File: config.mk
export PLATFORM = sky130hd
export DESIGN_NAME = rpsb_queue
export DESIGN_NICKNAME = d
export VERILOG_FILES = /design/src/hdl/rpsb_queue.sv
export SDC_FILE = /design/constraint.sdc
export NUM_CORES = 1
export LEC_CHECK = 0
export BUFFER_PORTS_ARGS = -buffer_cell sky130_fd_sc_hd__clkbuf_2
export CAP_MARGIN = 20
export CORE_MARGIN = 2
export CORE_UTILIZATION = 30
export CTS_BUF_LIST = sky130_fd_sc_hd__clkbuf_4 sky130_fd_sc_hd__clkbuf_8 sky130_fd_sc_hd__clkbuf_16
export DETAILED_ROUTE_END_ITERATION = 6
export HOLD_SLACK_MARGIN = 0.1
export SYNTH_ARGS = -nofsm -noshare
export SYNTH_HDL_FRONTEND = slang
export SYNTH_SLANG_ARGS = --single-unit
export TNS_END_PERCENT = 30
File: constraint.sdc
create_clock -name clock -period 1.95 [get_ports clock]
set_input_delay 0.195 -clock clock [delete_from_list [all_inputs] [get_ports clock]]
set_output_delay 0.195 -clock clock [all_outputs]
set_load 0.05 [all_outputs]
File: src/hdl/rpsb_queue.sv
// Module: small command FIFO between the front and back halves.
`timescale 1ns / 1ps

module rpsb_queue #(
   parameter int WIDTH = 8,
   parameter int DEPTH = 4
) (
   input  logic             clock,
   input  logic             reset,
   input  logic             push,
   input  logic [WIDTH-1:0] push_data,
   input  logic             pop,
   output logic [WIDTH-1:0] pop_data,
   output logic             full,
   output logic             empty
);

   localparam int PTR_W = (DEPTH > 1) ? $clog2(DEPTH) : 1;
   localparam int CNT_W = $clog2(DEPTH + 1);

   logic [WIDTH-1:0] slot_ff [DEPTH];
   logic [PTR_W-1:0] wr_ptr_ff, wr_ptr_in;
   logic [PTR_W-1:0] rd_ptr_ff, rd_ptr_in;
   logic [CNT_W-1:0] fill_ff, fill_in;

   assign full     = (fill_ff == CNT_W'(DEPTH));
   assign empty    = (fill_ff == '0);
   assign pop_data = slot_ff[rd_ptr_ff];

   always_comb begin
      wr_ptr_in = wr_ptr_ff;
      rd_ptr_in = rd_ptr_ff;
      fill_in   = fill_ff;
      if (push) begin
         wr_ptr_in = (wr_ptr_ff == PTR_W'(DEPTH - 1)) ? '0 : wr_ptr_ff + PTR_W'(1);
      end
      if (pop) begin
         rd_ptr_in = (rd_ptr_ff == PTR_W'(DEPTH - 1)) ? '0 : rd_ptr_ff + PTR_W'(1);
      end
      if (push && !pop) begin
         fill_in = fill_ff + CNT_W'(1);
      end else if (pop && !push) begin
         fill_in = fill_ff - CNT_W'(1);
      end
   end

   always_ff @(posedge clock) begin
      if (reset) begin
         wr_ptr_ff <= '0;
         rd_ptr_ff <= '0;
         fill_ff   <= '0;
      end else begin
         wr_ptr_ff <= wr_ptr_in;
         rd_ptr_ff <= rd_ptr_in;
         fill_ff   <= fill_in;
      end
   end

   always_ff @(posedge clock) begin
      if (push) begin
         slot_ff[wr_ptr_ff] <= push_data;
      end
   end

endmodule

==> flow_summary.json, run 1 <==
{
  "status": "finished clean",
  "tightest_slew_ns": 0.441,
  "dieArea_um2": 5930,
  "dr.pass1.iters": 4,
  "drive_above_1_share_pct": 32.5,
  "drv_slew": 0,
  "via_per_inst": 4.40,
  "peakVddDrop_mv": 0.429,
  "fmaxAchievable_ghz": 0.560,
  "grt_usage_pct": 9.26,
  "post-route-period-util_pct": 91.6,
  "critPathRequiredTime_ns": 1.75,
  "seqPwrFrac_pct": 51.8,
  "min-delay-start": "push_data[2]",
  "tritoncts": "built",
  "final_nets": 132,
  "worstSkewPairLatency_ns": 0.28,
  "finalWorstSetupSlack_ns": 0.164,
  "netlist_instances": 86,
  "vias": 809,
  "synth_cell_types": 17,
  "overflow": 0,
  "cap_viol_max_count": 0,
  "internal_power_uw": 1470,
  "routedWlPerCell_um": 13.4,
  "ctsResizeCount": 0,
  "post_cts.repair.setup_buffers": 0,
  "swShare_pct": 25.7,
  "place_hpwl_mm": 1.74,
  "p_clk_share_pct": 33.0,
  "hold_ws_ns": 0.127,
  "crit_path_end_kind": "output pin",
  "ys_seq_elements": 41,
  "r2r-start": "fill_ff[0]$_SDFFE_PP0P_",
  "yosys_warnings": 0,
  "dp_slack_ns": 0.283,
  "grt_pass1_vias": 853,
  "io_pins": 22,
  "syn2layout_area_growth_pct": 18.4,
  "yosys.area.top_type": "edfxtp_1",
  "holdBufCountCts": 0,
  "power.leakage_uw": 0.000694,
  "clk_pin_slew_worst_paths_ns": 0.07,
  "path_class": "reg2out",
  "h-tree-depth": 2,
  "drt_iter0_drc": 26,
  "antenna_cells": 0,
  "rows": 26,
  "yosys-top-cells-area": "edfxtp_1, dfxtp_1, mux4_2",
  "avgSynthCellArea_um2": 18.6,
  "gp_congestion": 0.712,
  "grt_max_degree": 14,
  "die_w_um": 77.0,
  "cts_buffers": 5,
  "die_height_um": 77.0,
  "cp.arrival_ns": 1.59,
  "final-setup-viol-count": 0,
  "route.detailed.drc": 0,
  "io_buffers": 21,
  "clockRootBuffer": "clkbuf_8",
  "combPwrFrac_pct": 15.2,
  "hold_viol_final": 0,
  "crit_fanout": 8,
  "powerDensity_nw_per_um2": 1050,
  "synth_nets": 105,
  "clock_skew_ns": 0.00261,
  "ant_nets": 0,
  "p_sw_uw": 509,
  "n_fill_cell": 522,
  "antenna_found_initial": 0,
  "grt_pass1_wl_mm": 4.02,
  "core_um2": 5140,
  "hp-class": "in2reg",
  "netlist.area_leader.share_pct": 60.1,
  "period_needed_ns": 1.79,
  "start_util_pct": 31.1,
  "start_kind": "flip-flop",
  "rsz0062_at_grt": "no",
  "totalWireLength_mm": 2.47,
  "syn_area_um2": 1600,
  "max-slew-margin-rel_pct": 70.6,
  "fin_tns_setup_ns": 0,
  "synth_seq_area_share_pct": 71.4,
  "clock-sinks": 41,
  "clockBufferDepth": 2
}
==> critical path: stages (launching register included) <==
cell,delay (ns)
dfxtp_1,0.32
buf_4,0.21
mux4_2,0.53
clkbuf_2,0.25
==> synthesized netlist by cell type <==
cell type and n:
edfxtp_1 32, dfxtp_1 9, mux4_2 8, nor2_1 7, ha_1 6, and2_1 4, inv_1 4, mux2i_1 4
a21oi_1 2, nor3b_1 2, xor2_1 2, buf_6 1, clkbuf_2 1, fa_1 1, nor3_1 1, o21ai_0 1
or3_1 1
==> final timing paths <==
path,endpoint,slack [ns],cells past startpoint
max reg2reg,fill_ff[2]$_SDFFE_PP0P_,0.48,4
min reg2reg,fill_ff[2]$_SDFFE_PP0P_,0.52,2
max,pop_data[2],0.16,3
min,slot_ff[2][2]$_DFFE_PP_,0.13,1
==> state kept, by name, summed over array words and instances (netlist names), named ones only <==
name       cells
rd_ptr_ff      2
wr_ptr_ff      2
slot_ff       32
fill_ff        3
==> placed cells by master, fill, tap and decap left out, types with 2 or more instances in the layout <==
master / instances
a21oi_1: 2
edfxtp_1: 32
nor2_1: 7
nor3b_1: 2
clkbuf_8: 5
dfxtp_1: 9
mux2i_1: 4
and2_1: 4
inv_1: 4
ha_1: 6
xor2_1: 2
clkbuf_2: 21
mux4_2: 8
==> cells by family (layout without fill, tap and decap cells) <==
group | Yosys count | count (layout) | share of synthesized area, %
adders and majority gates | 7 | 7 | 5.95
muxes | 12 | 12 | 13.8
buffers and inverters | 6 | 34 | 1.96
AOI/OAI and AO/OA | 3 | 3 | 0.939
xor gates and xnor gates | 2 | 2 | 1.10
DFF | 41 | 41 | 71.4
and+or+nand+nor | 15 | 15 | 4.85
==> metrics by stage <==
stage          cell area, um2  util [%]  total power, uW  cells
2_1_floorplan            1600         -             1270     86
3_3_place_gp             1780      34.7             1340    176
3_5_place_dp             1780      34.7             1350    176
4_1_cts                  1890      36.8             2000    184
5_1_grt                  1890      36.8             2060    184
6_report                 1890      36.8             1980    184
==> power by group through the flow <==
stage          clock network, uW  registers (uW)  logic [uW]
6_report                     652            1020         300
5_1_grt                      700            1030         324
4_1_cts                      672            1030         305
3_5_place_dp                   0            1050         304
3_3_place_gp                   0            1040         297
2_1_floorplan                  0            1030         237
==> final cells by class <==
type | instances | area, um2 | area share (%)
clock buffers | 5 | 68.8 | 3.64
multi-input cells | 39 | 425 | 22.5
well taps | 70 | 87.6 | 4.63
flip-flops and latches | 41 | 1140 | 60.3
inverters | 4 | 15.0 | 0.794
clock inverters | 3 | 41.3 | 2.18
repair buffers | 22 | 113 | 5.95
==> metal layers <==
layer	GRT usage, %	wire [um]	up-vias
met2	15.4	1220	22
met4	4.82	41	0
met3	3.53	128	5
met5	0	0	-
li1	-	-	378
met1	10.4	1080	404
No activity file was read; power rests on OpenSTA's default activity.
==> run 2: changes to the inputs <==
--- a/config.mk
+++ b/config.mk
@@ -8,7 +8,7 @@
 export BUFFER_PORTS_ARGS = -buffer_cell sky130_fd_sc_hd__clkbuf_2
 export CAP_MARGIN = 20
 export CORE_MARGIN = 2
-export CORE_UTILIZATION = 30
+export CORE_UTILIZATION = 40
 export CTS_BUF_LIST = sky130_fd_sc_hd__clkbuf_4 sky130_fd_sc_hd__clkbuf_8 sky130_fd_sc_hd__clkbuf_16
 export DETAILED_ROUTE_END_ITERATION = 6
 export HOLD_SLACK_MARGIN = 0.1
==> constraint.sdc (replaced) <==
create_clock -name clock -period 2.1 [get_ports clock]
set_input_delay 0.21 -clock clock [delete_from_list [all_inputs] [get_ports clock]]
set_output_delay 0.21 -clock clock [all_outputs]
set_load 0.05 [all_outputs]
==> flow_summary.json, run 2 (synthesized netlist as in run 1, its figures left out) <==
{
  "holdBufCountCts": 0,
  "rsz0062_at_grt": "no",
  "antenna_cells": 0,
  "place_area_um2": 1750,
  "cp_top_family": "multiplexers",
  "ctsResizeCount": 0,
  "overflow": 0,
  "slowest_stage": "mux4_2",
  "drv_slew": 0,
  "post_cts.repair.setup_buffers": 0,
  "tightest_slew_ns": 0.466,
  "drive_above_1_share_pct": 33.3,
  "grt_max_degree": 13,
  "clock-sinks": 41,
  "syn2layout_area_growth_pct": 15.3,
  "tritoncts": "built",
  "clock_skew_ns": 0.00660,
  "cp.arrival_ns": 1.64,
  "max-slew-margin-rel_pct": 69.0,
  "cts_buffers": 5,
  "clockBufferDepth": 2,
  "cp_slowest_stage_delay_ns": 0.52,
  "hp-class": "in2reg",
  "stdcell_area_um2": 1840,
  "largest_register_ffs": 32,
  "hold_viol_final": 0,
  "die_w_um": 67.2,
  "drt_iter0_drc": 34,
  "worstSkewPairLatency_ns": 0.29,
  "powerDensity_nw_per_um2": 938,
  "fin_tns_setup_ns": 0,
  "status": "finished clean",
  "reg_top3": "slot_ff: 32 flops, fill_ff: 3 flops",
  "dieArea_um2": 4520,
  "final_common_cell": "edfxtp_1",
  "gp_congestion": 0.681,
  "io_pins": 22,
  "critPathRequiredTime_ns": 1.89,
  "dp_slack_ns": 0.423,
  "cap_viol_max_count": 0,
  "route.detailed.drc": 0,
  "dr.pass1.iters": 4,
  "via_per_inst": 4.98,
  "rows": 22,
  "postLayoutCoreUtil_pct": 49.2,
  "final_cell_mix": "edfxtp_1, clkbuf_2, dfxtp_1",
  "ant_nets": 0,
  "crit_path_end_kind": "output pin",
  "vias": 806,
  "clk_pin_slew_worst_paths_ns": 0.07,
  "path_class": "reg2out",
  "grt_usage_pct": 12.6,
  "antenna_found_initial": 0,
  "final_nets": 132,
  "final-setup-viol-count": 0,
  "power.leakage_uw": 0.000691,
  "cp_cell_sequence": "buf_4, mux4_2, clkbuf_2",
  "clockRootBuffer": "clkbuf_8",
  "start_util_pct": 42.7,
  "finalWorstSetupSlack_ns": 0.246,
  "io_buffers": 21,
  "period_needed_ns": 1.85,
  "totalWireLength_mm": 2.43,
  "routedWlPerCell_um": 15.0,
  "place_hpwl_mm": 1.76,
  "hold_ws_ns": 0.143,
  "die_height_um": 67.2,
  "crit_buf_inv": 2,
  "peakVddDrop_mv": 0.634,
  "h-tree-depth": 2,
  "grt_pass1_wl_mm": 3.85,
  "start_kind": "flip-flop",
  "fmaxAchievable_ghz": 0.539,
  "top_register": "slot_ff",
  "crit_fanout": 7,
  "grt_pass1_vias": 850,
  "post-route-period-util_pct": 88.3,
  "core_um2": 3740
}
run 2: changes by cell type in the layout (fill, tap and decap cells not counted), sizes merged:
cell	before	now
clkinvlp	1	0
clkbuf	26	28
bufinv	1	0
run 2: final timing paths:
path                                                 to  cells past startpoint                     from  slack (ns)
worst max register to register  fill_ff[2]$_SDFFE_PP0P_                      4  fill_ff[0]$_SDFFE_PP0P_        0.65
worst min register to register  fill_ff[2]$_SDFFE_PP0P_                      2  fill_ff[2]$_SDFFE_PP0P_        0.51
worst min-delay path            slot_ff[0][7]$_DFFE_PP_                      1             push_data[7]        0.14
worst max-delay path                        pop_data[3]                      3                flip-flop        0.25
run 2: layout make-up:
type	instances	area [um2]
sequential	41	1140
clock buffer	7	83.8
fill	343	1900
multi-input combinational	39	425
clock inverter	1	5.00
timing repair buffer	22	113
tap	48	60.1
inverter	4	15.0
run 2: where the power goes:
group | switching [uW] | internal, uW
clock | 241 | 259
sequential | 28.6 | 923
combinational | 186 | 91.7
run 2: through the flow:
| stage | total power, uW | instances |
|---|---|---|
| CTS | 1750 | 162 |
| global route | 1810 | 162 |
| finish | 1730 | 162 |
| floorplan | 1180 | 86 |
| global placement | 1240 | 154 |
| detailed placement | 1250 | 154 |
run 2: routing by layer:
layer	global-route usage, %	vias to the layer above	share of wire, %
li1	-	378	-
met1	13.8	405	41
met2	21.4	19	53
met3	3.00	4	5.0
met4	9.18	0	1.5
met5	0	-	0
==> run 3: changes to the inputs <==
--- a/config.mk
+++ b/config.mk
@@ -5,6 +5,7 @@
 export SDC_FILE = /design/constraint.sdc
 export NUM_CORES = 1
 export LEC_CHECK = 0
+export ABC_AREA = 1
 export BUFFER_PORTS_ARGS = -buffer_cell sky130_fd_sc_hd__clkbuf_2
 export CAP_MARGIN = 20
 export CORE_MARGIN = 2
@@ -12,6 +13,7 @@
 export CTS_BUF_LIST = sky130_fd_sc_hd__clkbuf_4 sky130_fd_sc_hd__clkbuf_8 sky130_fd_sc_hd__clkbuf_16
 export DETAILED_ROUTE_END_ITERATION = 6
 export HOLD_SLACK_MARGIN = 0.1
+export SETUP_SLACK_MARGIN = 0.1
 export SYNTH_ARGS = -nofsm -noshare
 export SYNTH_HDL_FRONTEND = slang
 export SYNTH_SLANG_ARGS = --single-unit
==> flow_summary.json, run 3 <==
{
  "status": "finished clean",
  "hold_ws_ns": 0.122,
  "core_um2": 4000,
  "clk_pin_slew_worst_paths_ns": 0.08,
  "via_per_inst": 4.94,
  "r2r-start": "wr_ptr_ff[0]$_SDFFE_PP0P_",
  "cp.arrival_ns": 1.60,
  "rows": 23,
  "cp_top_family": "buffers and inverters",
  "min-delay-start": "push_data[4]",
  "h-tree-depth": 2,
  "cap_viol_max_count": 0,
  "start_kind": "flip-flop",
  "synth_nets": 154,
  "start_util_pct": 41.3,
  "clockBufferDepth": 2,
  "holdBufCountCts": 0,
  "max-slew-margin-rel_pct": 73.7,
  "cp_slowest_stage_delay_ns": 0.41,
  "synth_cell_types": 19,
  "fmaxAchievable_ghz": 0.553,
  "power.leakage_uw": 0.000764,
  "tightest_slew_ns": 0.394,
  "critPathRequiredTime_ns": 1.89,
  "ys_async_sr_fraction_pct": 0,
  "synth.most_common_cell": "edfxtp_1",
  "r2r_cells": 3,
  "dieArea_um2": 4660,
  "fin_tns_setup_ns": 0,
  "crit_fanout": 9,
  "dp_slack_ns": 0.571,
  "cts_buffers": 5,
  "yosys-top-cells-area": "edfxtp_1, dfxtp_1, nor2_1",
  "io_buffers": 21,
  "powerDensity_nw_per_um2": 929,
  "crit_buf_inv": 2,
  "period_needed_ns": 1.81,
  "vias": 1052,
  "grt_pass1_vias": 1039,
  "post-route-period-util_pct": 86.1,
  "syn2layout_area_growth_pct": 14.7,
  "min_to": "slot_ff[3][4]$_DFFE_PP_",
  "cp_cell_sequence": "inv_1, o21ai_0, o22ai_1, clkbuf_2",
  "grt_max_degree": 17,
  "tritoncts": "built",
  "routedWlPerCell_um": 13.5,
  "place_hpwl_mm": 1.99,
  "synth_edf_count": 32,
  "synth_top_flop_cell": "edfxtp_1",
  "reg_top3": "slot_ff: 32 flops, fill_ff: 3 flops",
  "r2r-end": "slot_ff[3][6]$_DFFE_PP_",
  "final-seq-area_um2": 1140,
  "clockRootBuffer": "clkbuf_8",
  "peakVddDrop_mv": 0.525,
  "totalWireLength_mm": 2.88,
  "post_cts.repair.setup_buffers": 0,
  "drt_iter0_drc": 29,
  "final_cell_mix": "edfxtp_1, nor2_1, clkbuf_2",
  "netlist_instances": 135,
  "final-setup-viol-count": 0,
  "clock-sinks": 41,
  "grt_usage_pct": 14.9,
  "gp_congestion": 0.775,
  "clock_skew_ns": 0.00340,
  "antenna_found_initial": 0,
  "io_pins": 22,
  "grt_pass1_wl_mm": 4.82,
  "multiInputGateArea_um2": 428,
  "slowest_stage": "dfxtp_1",
  "yosys_warnings": 0,
  "synth_commonest_cells": "edfxtp_1, nor2_1, inv_1, o21ai_0, dfxtp_1",
  "netlist.area_leader.share_pct": 58.2,
  "hp-class": "in2reg",
  "largest_register_ffs": 32,
  "avgSynthCellArea_um2": 12.2,
  "ctsResizeCount": 0,
  "dr.pass1.iters": 4,
  "n_fill_cell": 361,
  "path_class": "reg2out",
  "p_total_uw": 1760,
  "top_register": "slot_ff",
  "antenna_cells": 0,
  "worstSkewPairLatency_ns": 0.29,
  "die_w_um": 68.3,
  "finalWorstSetupSlack_ns": 0.292,
  "postLayoutCoreUtil_pct": 47.4,
  "ant_nets": 0,
  "ys_seq_elements": 41,
  "ff2ff_setup_slack_ns": 0.81,
  "drive_above_1_share_pct": 21.5,
  "route.detailed.drc": 0,
  "holdPathStages": 1,
  "synth_seq_area_share_pct": 69.1,
  "crit_path_end_kind": "output pin",
  "final_common_cell": "edfxtp_1",
  "die_height_um": 68.3,
  "rsz0062_at_grt": "no",
  "overflow": 0,
  "final_nets": 181,
  "drv_slew": 0,
  "hold_viol_final": 0,
  "yosys.area.top_type": "edfxtp_1",
  "syn_area_um2": 1650
}
[run 3: cell count changes in the layout (fill, tap and decap cells not counted), moves of 3 or more]
cell	delta
and2_1	-4
nor3_1	+3
o21ai_0	+14
nand2_1	+8
o22ai_1	+8
mux2i_1	-4
nor2_1	+15
mux4_2	-8
inv_1	+11
[run 3: routing by layer]
metal	routed length [um]	vias to the layer above	track usage, %
li1	-	522	-
met1	1250	498	17.6
met2	1430	25	24.6
met3	130	7	3.45
met4	70	0	9.00
met5	0	-	0
[run 3: stage by stage]
| step | std cells | instance area [um2] |
|---|---|---|
| floorplan | 135 | 1650 |
| global placement | 205 | 1800 |
| detailed placement | 205 | 1800 |
| CTS | 213 | 1890 |
| global route | 213 | 1890 |
| finish | 213 | 1890 |
[run 3: cell families after synthesis]
logic type	share of synthesized area, %
xor gates and xnor gates	0.530
buffers and inverters	5.00
AOI/OAI and AO/OA	10.2
adders and majority gates	5.76
DFF	69.1
and+or+nand+nor	9.47
[run 3: how the worst max path moves through the flow]
| stage | slack (ns) | cells past startpoint | endpoint |
|---|---|---|---|
| CTS | 0.23 | 4 | pop_data[3] |
| finish | 0.29 | 4 | pop_data[3] |
| global placement | 0.61 | 4 | pop_data[3] |
| detailed placement | 0.57 | 4 | pop_data[3] |
| floorplan | 0.46 | 1 | empty |
| global route | 0.16 | 4 | pop_data[3] |
[run 3: power by group]
group	leakage, uW	internal, uW	total (uW)	switching, uW
Sequential	0.000369	919	950	30.3
Combinational	0.000351	77.1	294	217
Clock	0.0000445	235	516	280
Total	0.000764	1230	1760	527
[run 3: cell type report]
cell class                      count  area share (%)
Clock buffer                        5            3.63
Clock inverter                      3            1.12
Inverter                           16            3.17
Multi-Input combinational cell     76            22.6
Sequential cell                    41            60.2
Tap cell                           50            3.30
Timing Repair Buffer               22            5.94
