<file path="config.mk">
export PLATFORM = sky130hd
export DESIGN_NAME = rpsb_front_flat
export DESIGN_NICKNAME = d
export VERILOG_FILES = /design/src/hdl/rpsb_pkg.sv /design/src/hdl/rpsb_if.sv /design/src/hdl/rpsb_front.sv /design/src/flat_wrapper.sv
export SDC_FILE = /design/constraint.sdc
export NUM_CORES = 1
export LEC_CHECK = 0
export ABC_CLOCK_PERIOD_IN_PS = 10580
export BUFFER_PORTS_ARGS = -buffer_cell sky130_fd_sc_hd__buf_2
export CAP_MARGIN = 20
export CORE_MARGIN = 8
export CORE_UTILIZATION = 50
export CTS_CLUSTER_DIAMETER = 100
export DETAILED_ROUTE_END_ITERATION = 8
export PLACE_DENSITY = 0.86
export SLEW_MARGIN = 20
export SYNTH_ARGS = -nofsm -noshare
export SYNTH_HDL_FRONTEND = slang
export SYNTH_SLANG_ARGS = --single-unit
</file>
<file path="constraint.sdc">
create_clock -name clock -period 10.58 [get_ports clock]
set_input_delay 3.174 -clock clock [delete_from_list [all_inputs] [get_ports clock]]
set_output_delay 3.174 -clock clock [all_outputs]
set_load 0.02 [all_outputs]
</file>
<file path="src/hdl/rpsb_pkg.sv">
// Package: shared constants and types of the radial power spectrum binner.
`timescale 1ns / 1ps

package rpsb_pkg;

   localparam int SIZE_W      = 11;
   localparam int IDX_W       = 10;
   localparam int SAMPLE_W    = 16;
   localparam int BIN_SEL_W   = 10;
   localparam int POWER_W     = 64;
   localparam int COUNT_W     = 31;
   localparam int CSR_IDX_W   = 2;
   localparam int FRAC_BITS   = 32;

   localparam int MAX_DIM_DEFAULT     = 1024;
   localparam int SAMPLE_BITS_DEFAULT = 16;

   localparam logic [SIZE_W-1:0] SIZE_RESET = SIZE_W'(64);
   localparam logic [SIZE_W-1:0] SIZE_MIN   = SIZE_W'(2);

   localparam logic [CSR_IDX_W-1:0] CSR_SIZE_X = CSR_IDX_W'(0);
   localparam logic [CSR_IDX_W-1:0] CSR_SIZE_Y = CSR_IDX_W'(1);
   localparam logic [CSR_IDX_W-1:0] CSR_SIZE_Z = CSR_IDX_W'(2);

   localparam logic OP_ACCUM = 1'b0;
   localparam logic OP_READ  = 1'b1;

   typedef struct packed {
      logic [SIZE_W-1:0] size_x;
      logic [SIZE_W-1:0] size_y;
      logic [SIZE_W-1:0] size_z;
   } size_set_type;

   typedef struct packed {
      logic [POWER_W-1:0] power;
      logic [COUNT_W-1:0] count;
   } bin_rec_type;

endpackage

</file>
<file path="src/hdl/rpsb_if.sv">
// Interfaces: request and response channels of the binner.
`timescale 1ns / 1ps

interface rpsb_req_if;
   logic                                 valid;
   logic                                 ready;
   logic                                 op;
   logic [rpsb_pkg::IDX_W-1:0]           index_x;
   logic [rpsb_pkg::IDX_W-1:0]           index_y;
   logic [rpsb_pkg::IDX_W-1:0]           index_z;
   logic signed [rpsb_pkg::SAMPLE_W-1:0] coef_real;
   logic signed [rpsb_pkg::SAMPLE_W-1:0] coef_imag;
   logic [rpsb_pkg::BIN_SEL_W-1:0]       bin_select;

   modport source (output valid, op, index_x, index_y, index_z, coef_real, coef_imag,
                   bin_select, input ready);
   modport sink   (input valid, op, index_x, index_y, index_z, coef_real, coef_imag,
                   bin_select, output ready);
endinterface


</file>
<file path="src/hdl/rpsb_front.sv">
// Module: front half - takes requests, checks indices, works out the bin.
`timescale 1ns / 1ps

module rpsb_front #(
   parameter int MAX_DIM     = rpsb_pkg::MAX_DIM_DEFAULT,
   parameter int SAMPLE_BITS = rpsb_pkg::SAMPLE_BITS_DEFAULT,
   parameter int ENTRY_W     = 8
) (
   input  logic                   clock,
   input  logic                   reset,
   rpsb_req_if.sink               req_chan,
   input  rpsb_pkg::size_set_type sizes,
   input  logic                   clearing,
   input  logic                   q_full,
   output logic                   q_push,
   output logic [ENTRY_W-1:0]     q_data
);

   localparam int AW         = $clog2(MAX_DIM);
   localparam int PW         = 2 * SAMPLE_BITS;
   localparam int SW         = rpsb_pkg::SIZE_W;
   localparam int SQ_W       = 2 * SW;
   localparam int FB         = rpsb_pkg::FRAC_BITS;
   localparam int RAD_W      = FB + SQ_W;
   localparam int ROOT_STEPS = RAD_W / 2;
   localparam int CNT_W      = $clog2(FB);
   localparam int HALF_FB    = FB / 2;
   localparam int FULL_W     = RAD_W - HALF_FB;

   typedef struct packed {
      logic                               is_read;
      logic                               addr_ok;
      logic [AW-1:0]                      addr;
      logic [rpsb_pkg::BIN_SEL_W-1:0]     sel;
      logic [PW-1:0]                      power;
   } entry_type;

   typedef enum logic [2:0] {F_IDLE, F_DIV, F_MUL, F_ROOT, F_PUSH} state_type;

   state_type        state_ff, state_in;
   logic [CNT_W-1:0] cnt_ff, cnt_in;
   logic [SQ_W-1:0]  rem_ff [3];
   logic [SQ_W-1:0]  rem_in [3];
   logic [SQ_W-1:0]  den_ff [3];
   logic [SQ_W-1:0]  den_in [3];
   logic [FB-1:0]    quo_ff [3];
   logic [FB-1:0]    quo_in [3];
   logic [SQ_W-1:0]  nbsq_ff, nbsq_in;
   logic [PW-1:0]    pw_ff, pw_in;
   logic [RAD_W-1:0] rad_ff, rad_in;
   logic [RAD_W-1:0] root_ff, root_in;
   logic [RAD_W-1:0] bit_ff, bit_in;

   logic [SW-1:0]           len [3];
   logic [rpsb_pkg::IDX_W-1:0] idx [3];
   logic [rpsb_pkg::IDX_W-1:0] fold [3];
   logic [2:0]              idx_ok;
   logic [SW-1:0]           nb;
   logic [SAMPLE_BITS-1:0]  raw_re, raw_im, mag_re, mag_im;
   logic [PW-1:0]           pw_now;
   logic                    accept;
   logic [FULL_W-1:0]       full_bin;
   logic [AW-1:0]           bin_addr;
   entry_type               entry_v;

   assign len[0] = sizes.size_x;
   assign len[1] = sizes.size_y;
   assign len[2] = sizes.size_z;
   assign idx[0] = req_chan.index_x;
   assign idx[1] = req_chan.index_y;
   assign idx[2] = req_chan.index_z;

   // fold each index to its distance from zero frequency
   always_comb begin
      for (int k = 0; k < 3; k++) begin
         idx_ok[k] = ({1'b0, idx[k]} < len[k]);
         if ({1'b0, idx[k]} > (len[k] >> 1)) begin
            fold[k] = rpsb_pkg::IDX_W'(len[k] - {1'b0, idx[k]});
         end else begin
            fold[k] = idx[k];
         end
      end
   end

   always_comb begin
      nb = len[0];
      if (len[1] < nb) nb = len[1];
      if (len[2] < nb) nb = len[2];
   end

   assign raw_re = SAMPLE_BITS'($unsigned(req_chan.coef_real));
   assign raw_im = SAMPLE_BITS'($unsigned(req_chan.coef_imag));
   assign mag_re = raw_re[SAMPLE_BITS-1] ? (~raw_re) + SAMPLE_BITS'(1) : raw_re;
   assign mag_im = raw_im[SAMPLE_BITS-1] ? (~raw_im) + SAMPLE_BITS'(1) : raw_im;
   assign pw_now = PW'(mag_re) * PW'(mag_re) + PW'(mag_im) * PW'(mag_im);

   assign req_chan.ready = (state_ff == F_IDLE) && !clearing && !q_full;
   assign accept         = req_chan.valid && req_chan.ready;

   assign full_bin = root_ff[RAD_W-1:HALF_FB];
   assign bin_addr = (full_bin >= FULL_W'(MAX_DIM)) ? AW'(MAX_DIM - 1) : AW'(full_bin);

   always_comb begin
      logic [SQ_W:0]    shifted;
      logic [FB+1:0]    r2_sum;
      logic [RAD_W-1:0] trial;
      state_in = state_ff;
      cnt_in   = cnt_ff;
      rem_in   = rem_ff;
      den_in   = den_ff;
      quo_in   = quo_ff;
      nbsq_in  = nbsq_ff;
      pw_in    = pw_ff;
      rad_in   = rad_ff;
      root_in  = root_ff;
      bit_in   = bit_ff;
      shifted  = '0;
      r2_sum   = '0;
      trial    = '0;
      unique case (state_ff)
         F_IDLE: begin
            if (accept && req_chan.op == rpsb_pkg::OP_ACCUM && (&idx_ok)) begin
               for (int k = 0; k < 3; k++) begin
                  rem_in[k] = SQ_W'(fold[k]) * SQ_W'(fold[k]);
                  den_in[k] = SQ_W'(len[k]) * SQ_W'(len[k]);
                  quo_in[k] = '0;
               end
               nbsq_in  = SQ_W'(nb) * SQ_W'(nb);
               pw_in    = pw_now;
               cnt_in   = CNT_W'(FB - 1);
               state_in = F_DIV;
            end
         end
         F_DIV: begin
            // one quotient bit per lane per cycle; t^2 < L^2 so only fraction bits
            for (int k = 0; k < 3; k++) begin
               shifted = {rem_ff[k], 1'b0};
               if (shifted >= {1'b0, den_ff[k]}) begin
                  rem_in[k] = SQ_W'(shifted - {1'b0, den_ff[k]});
                  quo_in[k] = {quo_ff[k][FB-2:0], 1'b1};
               end else begin
                  rem_in[k] = shifted[SQ_W-1:0];
                  quo_in[k] = {quo_ff[k][FB-2:0], 1'b0};
               end
            end
            cnt_in = cnt_ff - CNT_W'(1);
            if (cnt_ff == '0) begin
               state_in = F_MUL;
            end
         end
         F_MUL: begin
            r2_sum   = (FB+2)'(quo_ff[0]) + (FB+2)'(quo_ff[1]) + (FB+2)'(quo_ff[2]);
            rad_in   = RAD_W'(r2_sum[FB-1:0]) * RAD_W'(nbsq_ff);
            root_in  = '0;
            bit_in   = RAD_W'(1) << (2 * ROOT_STEPS - 2);
            cnt_in   = CNT_W'(ROOT_STEPS - 1);
            state_in = F_ROOT;
         end
         F_ROOT: begin
            trial = root_ff + bit_ff;
            if (rad_ff >= trial) begin
               rad_in  = rad_ff - trial;
               root_in = (root_ff >> 1) + bit_ff;
            end else begin
               root_in = root_ff >> 1;
            end
            bit_in = bit_ff >> 2;
            cnt_in = cnt_ff - CNT_W'(1);
            if (cnt_ff == '0) begin
               state_in = F_PUSH;
            end
         end
         F_PUSH: begin
            if (!q_full) begin
               state_in = F_IDLE;
            end
         end
         default: state_in = F_IDLE;
      endcase
   end

   // queue write: finished accumulates, or reads straight from the request
   always_comb begin
      entry_v = '0;
      q_push  = 1'b0;
      if (state_ff == F_PUSH && !q_full) begin
         q_push          = 1'b1;
         entry_v.is_read = 1'b0;
         entry_v.addr_ok = 1'b1;
         entry_v.addr    = bin_addr;
         entry_v.power   = pw_ff;
      end else if (accept && req_chan.op == rpsb_pkg::OP_READ) begin
         q_push          = 1'b1;
         entry_v.is_read = 1'b1;
         entry_v.addr_ok = (32'(req_chan.bin_select) < MAX_DIM);
         entry_v.addr    = AW'(req_chan.bin_select);
         entry_v.sel     = req_chan.bin_select;
      end
   end

   assign q_data = ENTRY_W'(entry_v);

   always_ff @(posedge clock) begin
      if (reset) begin
         state_ff <= F_IDLE;
      end else begin
         state_ff <= state_in;
      end
      cnt_ff  <= cnt_in;
      rem_ff  <= rem_in;
      den_ff  <= den_in;
      quo_ff  <= quo_in;
      nbsq_ff <= nbsq_in;
      pw_ff   <= pw_in;
      rad_ff  <= rad_in;
      root_ff <= root_in;
      bit_ff  <= bit_in;
   end

endmodule

</file>
<file path="src/flat_wrapper.sv">
// flat-port wrapper written by rule: the top's interface ports become plain ports
module rpsb_front_flat 
#(
   parameter int MAX_DIM     = rpsb_pkg::MAX_DIM_DEFAULT,
   parameter int SAMPLE_BITS = rpsb_pkg::SAMPLE_BITS_DEFAULT,
   parameter int ENTRY_W     = 8
)
  (clock, reset, sizes, clearing, q_full, q_push, q_data, req_chan_valid, req_chan_op, req_chan_index_x, req_chan_index_y, req_chan_index_z, req_chan_coef_real, req_chan_coef_imag, req_chan_bin_select, req_chan_ready);
  rpsb_req_if req_chan_i ();
  input  logic clock;
  input  logic reset;
  input  rpsb_pkg::size_set_type sizes;
  input  logic clearing;
  input  logic q_full;
  output logic q_push;
  output logic [ENTRY_W-1:0] q_data;
  input wire logic [$bits(req_chan_i.valid)-1:0] req_chan_valid;
  input wire logic [$bits(req_chan_i.op)-1:0] req_chan_op;
  input wire logic [$bits(req_chan_i.index_x)-1:0] req_chan_index_x;
  input wire logic [$bits(req_chan_i.index_y)-1:0] req_chan_index_y;
  input wire logic [$bits(req_chan_i.index_z)-1:0] req_chan_index_z;
  input wire logic [$bits(req_chan_i.coef_real)-1:0] req_chan_coef_real;
  input wire logic [$bits(req_chan_i.coef_imag)-1:0] req_chan_coef_imag;
  input wire logic [$bits(req_chan_i.bin_select)-1:0] req_chan_bin_select;
  output wire logic [$bits(req_chan_i.ready)-1:0] req_chan_ready;
  assign req_chan_i.valid = req_chan_valid;
  assign req_chan_i.op = req_chan_op;
  assign req_chan_i.index_x = req_chan_index_x;
  assign req_chan_i.index_y = req_chan_index_y;
  assign req_chan_i.index_z = req_chan_index_z;
  assign req_chan_i.coef_real = req_chan_coef_real;
  assign req_chan_i.coef_imag = req_chan_coef_imag;
  assign req_chan_i.bin_select = req_chan_bin_select;
  assign req_chan_ready = req_chan_i.ready;
  rpsb_front #(.MAX_DIM(MAX_DIM), .SAMPLE_BITS(SAMPLE_BITS), .ENTRY_W(ENTRY_W)) u_core (.clock(clock), .reset(reset), .req_chan(req_chan_i), .sizes(sizes), .clearing(clearing), .q_full(q_full), .q_push(q_push), .q_data(q_data));
endmodule
</file>
==> metrics.txt <==
# TYPE chip_impl_metric gauge
chip_impl_metric{name="first_global_vias",unit=""} 2720
chip_impl_metric{name="effective_utilization_at_floorplan",unit="%"} 50.9
chip_impl_metric{name="n_fill_cell",unit=""} 512
chip_impl_info{name="worst_r2r_endpoint",value="u_core.cnt_ff[0]"} 1
chip_impl_metric{name="fp.dieH",unit="um"} 93.2
chip_impl_info{name="unrepaired_setup_endpoints_after_global_routing",value="no"} 1
chip_impl_metric{name="reg2regPathDepth",unit=""} 6
chip_impl_metric{name="hold_viol",unit=""} 0
chip_impl_metric{name="cp_max_fo",unit=""} 9
chip_impl_metric{name="clock_insertion_delay_worst_skew",unit="ps"} 240
chip_impl_metric{name="power_density",unit="nW/um2"} 160
chip_impl_info{name="critical_path_class",value="primary input to flop"} 1
chip_impl_metric{name="synthDistinctLibCells",unit=""} 36
chip_impl_info{name="hold_path_startpoint",value="u_core.state_ff[1]"} 1
chip_impl_metric{name="mappedNetlistArea",unit="um2"} 2980
chip_impl_metric{name="htree_levels",unit=""} 1
chip_impl_metric{name="setup-violations-final",unit=""} 0
chip_impl_metric{name="io_buffer_count",unit=""} 94
chip_impl_metric{name="remaining_drc_errors",unit=""} 0
chip_impl_metric{name="post_cts_resize_count",unit=""} 0
chip_impl_info{name="status",value="completed"} 1
chip_impl_metric{name="power.ir.vdd_worst",unit="mV"} 0.142
chip_impl_metric{name="dpl_hpwl",unit="mm"} 6.30
chip_impl_metric{name="yosys.area.top_type_share",unit="%"} 23.9
chip_impl_metric{name="wire_length_of_the_first_global_routing_pass",unit="mm"} 11.6
chip_impl_metric{name="viasPerCell",unit=""} 4.99
chip_impl_metric{name="setup.reg_to_reg.worst_slack",unit="ps"} 8040
chip_impl_metric{name="total_power",unit="mW"} 0.573
chip_impl_metric{name="ys_seq_area_share",unit="%"} 15.1
chip_impl_metric{name="critPathArrivalTime",unit="ps"} 8520
chip_impl_info{name="worstSetupStartpointType",value="primary input"} 1
chip_impl_metric{name="netlist_instances",unit=""} 343
chip_impl_metric{name="final.period_utilization",unit="%"} 80.6
chip_impl_metric{name="route.final.wire_length",unit="mm"} 6.95
chip_impl_metric{name="cts.sinks",unit=""} 16
chip_impl_metric{name="synthToLayoutAreaGrowth",unit="%"} 20.4
chip_impl_metric{name="placeableCoreArea",unit="um2"} 5850
chip_impl_metric{name="avgSynthCellArea",unit="um2"} 8.69
chip_impl_metric{name="worstHoldPathCells",unit=""} 2
chip_impl_metric{name="clkSlewWorstSetupHoldPaths",unit="ps"} 60
chip_impl_metric{name="postSynth.asyncResetShare",unit="%"} 0
chip_impl_metric{name="ctsLongestPathBuffers",unit=""} 2
chip_impl_info{name="critPathCaptureType",value="flop"} 1
chip_impl_metric{name="drtPass1Iterations",unit=""} 4
chip_impl_metric{name="worst_slew_pin_slew",unit="ps"} 785
chip_impl_metric{name="finalWeightedCongestion",unit=""} 0.907
chip_impl_info{name="whs_endpoint",value="u_core.state_ff[2]"} 1
chip_impl_metric{name="fin_setup_tns",unit="ps"} 0
chip_impl_metric{name="p_clk_share",unit="%"} 9.2
chip_impl_info{name="yosys.area.top_type",value="ha_1"} 1
chip_impl_metric{name="cts_stage_hold_buffer_count",unit=""} 0
chip_impl_metric{name="combPwrFrac",unit="%"} 74.4
chip_impl_info{name="cts_tree",value="done"} 1
chip_impl_metric{name="nNetsFinal",unit=""} 631
chip_impl_metric{name="timing.max_slew.rel_slack",unit="%"} 47.6
chip_impl_metric{name="antenna_cells_inserted",unit=""} 0
chip_impl_metric{name="clock_skews",unit="ps"} 4.76
chip_impl_metric{name="cts_post_setup_buffers_inserted",unit=""} 0
chip_impl_info{name="clk_root_buffer_cell",value="clkbuf_8"} 1
chip_impl_metric{name="floorplan.rows",unit=""} 28
chip_impl_metric{name="total_switching_power",unit="mW"} 0.244
chip_impl_metric{name="seqCellArea",unit="um2"} 450
chip_impl_metric{name="final_core_util",unit="%"} 61.3
chip_impl_metric{name="ios",unit=""} 121
chip_impl_metric{name="p_int",unit="mW"} 0.329
chip_impl_metric{name="globalRoute.totalOverflow",unit=""} 0
chip_impl_metric{name="grt_start_max_net_pins",unit=""} 12
chip_impl_metric{name="final_layout_size_suffix_gt1_share",unit="%"} 23.5
chip_impl_metric{name="design.die.area",unit="um2"} 8680
chip_impl_metric{name="synth_fp_nets",unit=""} 535
chip_impl_metric{name="die_width",unit="um"} 93.2
chip_impl_metric{name="multi_input_area",unit="um2"} 2220
chip_impl_metric{name="ant_nets",unit=""} 0
chip_impl_info{name="synth_area_leaders",value="ha_1, fa_1, edfxtp_1"} 1
chip_impl_metric{name="grt_antenna_before_repair",unit=""} 0
chip_impl_info{name="min_delay_path_class",value="flop to flop"} 1
chip_impl_metric{name="synth-seq-cells",unit=""} 16
chip_impl_metric{name="routedWlPerCell",unit="um"} 13.5
chip_impl_info{name="post-synth-top-count-cell",value="inv_1"} 1
chip_impl_metric{name="finalCriticalPeriod",unit="ps"} 8530
chip_impl_info{name="crit-reg2reg-launch",value="u_core.state_ff[2]"} 1
chip_impl_metric{name="swShare",unit="%"} 42.6
chip_impl_metric{name="final-max-slew-violation-count",unit=""} 0
chip_impl_metric{name="via_count",unit=""} 2561
chip_impl_metric{name="required",unit="ps"} 10570
chip_impl_metric{name="fmax",unit="MHz"} 117
chip_impl_info{name="synth_flop_cell",value="edfxtp_1"} 1
chip_impl_metric{name="max-cap-violations",unit=""} 0
chip_impl_metric{name="yosys_synthesis_warning_count",unit=""} 0
chip_impl_metric{name="drt_first_iter_violations",unit=""} 122
chip_impl_metric{name="cts-buffers-inserted",unit=""} 3
chip_impl_metric{name="p_leak",unit="nW"} 1.95
chip_impl_metric{name="power.share.sequential",unit="%"} 16.4
chip_impl_metric{name="groute.usage.overall",unit="%"} 16.0
chip_impl_info{name="synth.cells.most_frequent",value="inv_1, ha_1, fa_1, nand2_1, xnor2_1"} 1
chip_impl_metric{name="synth_edf_count",unit=""} 13
-- cell usage in the layout, fill, tap and decap left out, drive strengths merged, types with 12 or more instances in the layout --
master and n:
nand2 24, edfxtp 13, xor2 12, fa 24
and2 14, buf 94, xnor2 20, ha 57
inv 78, a21oi 15, nor2 17
-- metal layers --
| layer | vias up | global-route usage [%] | routed length (um) |
|---|---|---|---|
| met1 | 1166 | 17.7 | 2770 |
| met2 | 93 | 30.2 | 3520 |
| met5 | - | 0 | 0 |
| met4 | 0 | 4.83 | 109 |
| li1 | 1294 | - | - |
| met3 | 8 | 2.88 | 550 |
-- power by group through the flow --
stage / Clock (mW) / Combinational [mW] / Sequential (mW)
after global routing: 0.0558 / 0.492 / 0.0940
after CTS: 0.0530 / 0.434 / 0.0938
after global placement: 0 / 0.393 / 0.0951
final: 0.0526 / 0.426 / 0.0938
after floorplan: 0 / 0.328 / 0.0950
after detailed placement: 0 / 0.429 / 0.0952
-- worst max path at each step --
stage | start | to | slack, ps | cells after the start
2_1_floorplan | req_chan_coef_real[2] | u_core.pw_ff[7] | 2180 | 18
3_3_place_gp | req_chan_coef_real[0] | u_core.pw_ff[7] | 1890 | 19
3_5_place_dp | req_chan_coef_real[0] | u_core.pw_ff[7] | 1780 | 19
4_1_cts | req_chan_coef_real[0] | u_core.pw_ff[7] | 2020 | 19
5_1_grt | req_chan_coef_real[0] | u_core.pw_ff[7] | 1700 | 22
6_report | req_chan_coef_real[0] | u_core.pw_ff[7] | 2050 | 21
-- flip-flops by register name, indices dropped and copies added (netlist names) --
| register | count |
|---|---|
| u_core.state_ff | 3 |
| u_core.cnt_ff | 5 |
| u_core.pw_ff | 8 |
-- worst max-delay path: stages --
cell and delay (ps):
buf_2 160, or3_1 380, o31ai_1 260, xor2_1 90
or2_2 310, inv_1 80, fa_1 420, inv_1 80
fa_1 430, fa_1 520, inv_1 50, fa_1 480
fa_1 560, inv_1 60, fa_1 540, inv_1 50
ha_1 330, a21oi_1 170, xnor2_1 150, xnor2_1 150
xnor2_1 90
-- cell families after synthesis --
| family | count (synthesis) | share of synthesized area (%) |
|---|---|---|
| AOI/OAI and AO/OA | 44 | 9.41 |
| xor gates and xnor gates | 32 | 9.41 |
| adders and majority gates | 81 | 40.1 |
| buffers and inverters | 81 | 10.2 |
| DFF | 16 | 15.1 |
| and+or+nand+nor | 89 | 15.7 |
-- metrics by stage --
step / cell area (um2) / cells / worst slack, ps / hold WS (ps)
after CTS: 3590 / 513 / 2020 / 557
after global placement: 3530 / 509 / 1890 / 530
after floorplan: 2980 / 343 / 2180 / 503
after global routing: 3590 / 513 / 1700 / 572
after detailed placement: 3530 / 509 / 1780 / 543
final: 3590 / 513 / 2050 / 560
-- area by class of cell --
cell class | instances | share of cell area, %
well taps | 75 | 2.62
multi-input cells | 246 | 62.0
inverters | 78 | 8.16
repair buffers | 94 | 13.1
flip-flops and latches | 16 | 12.6
clock buffers | 4 | 1.54
Power figures use the tool's default switching activity.
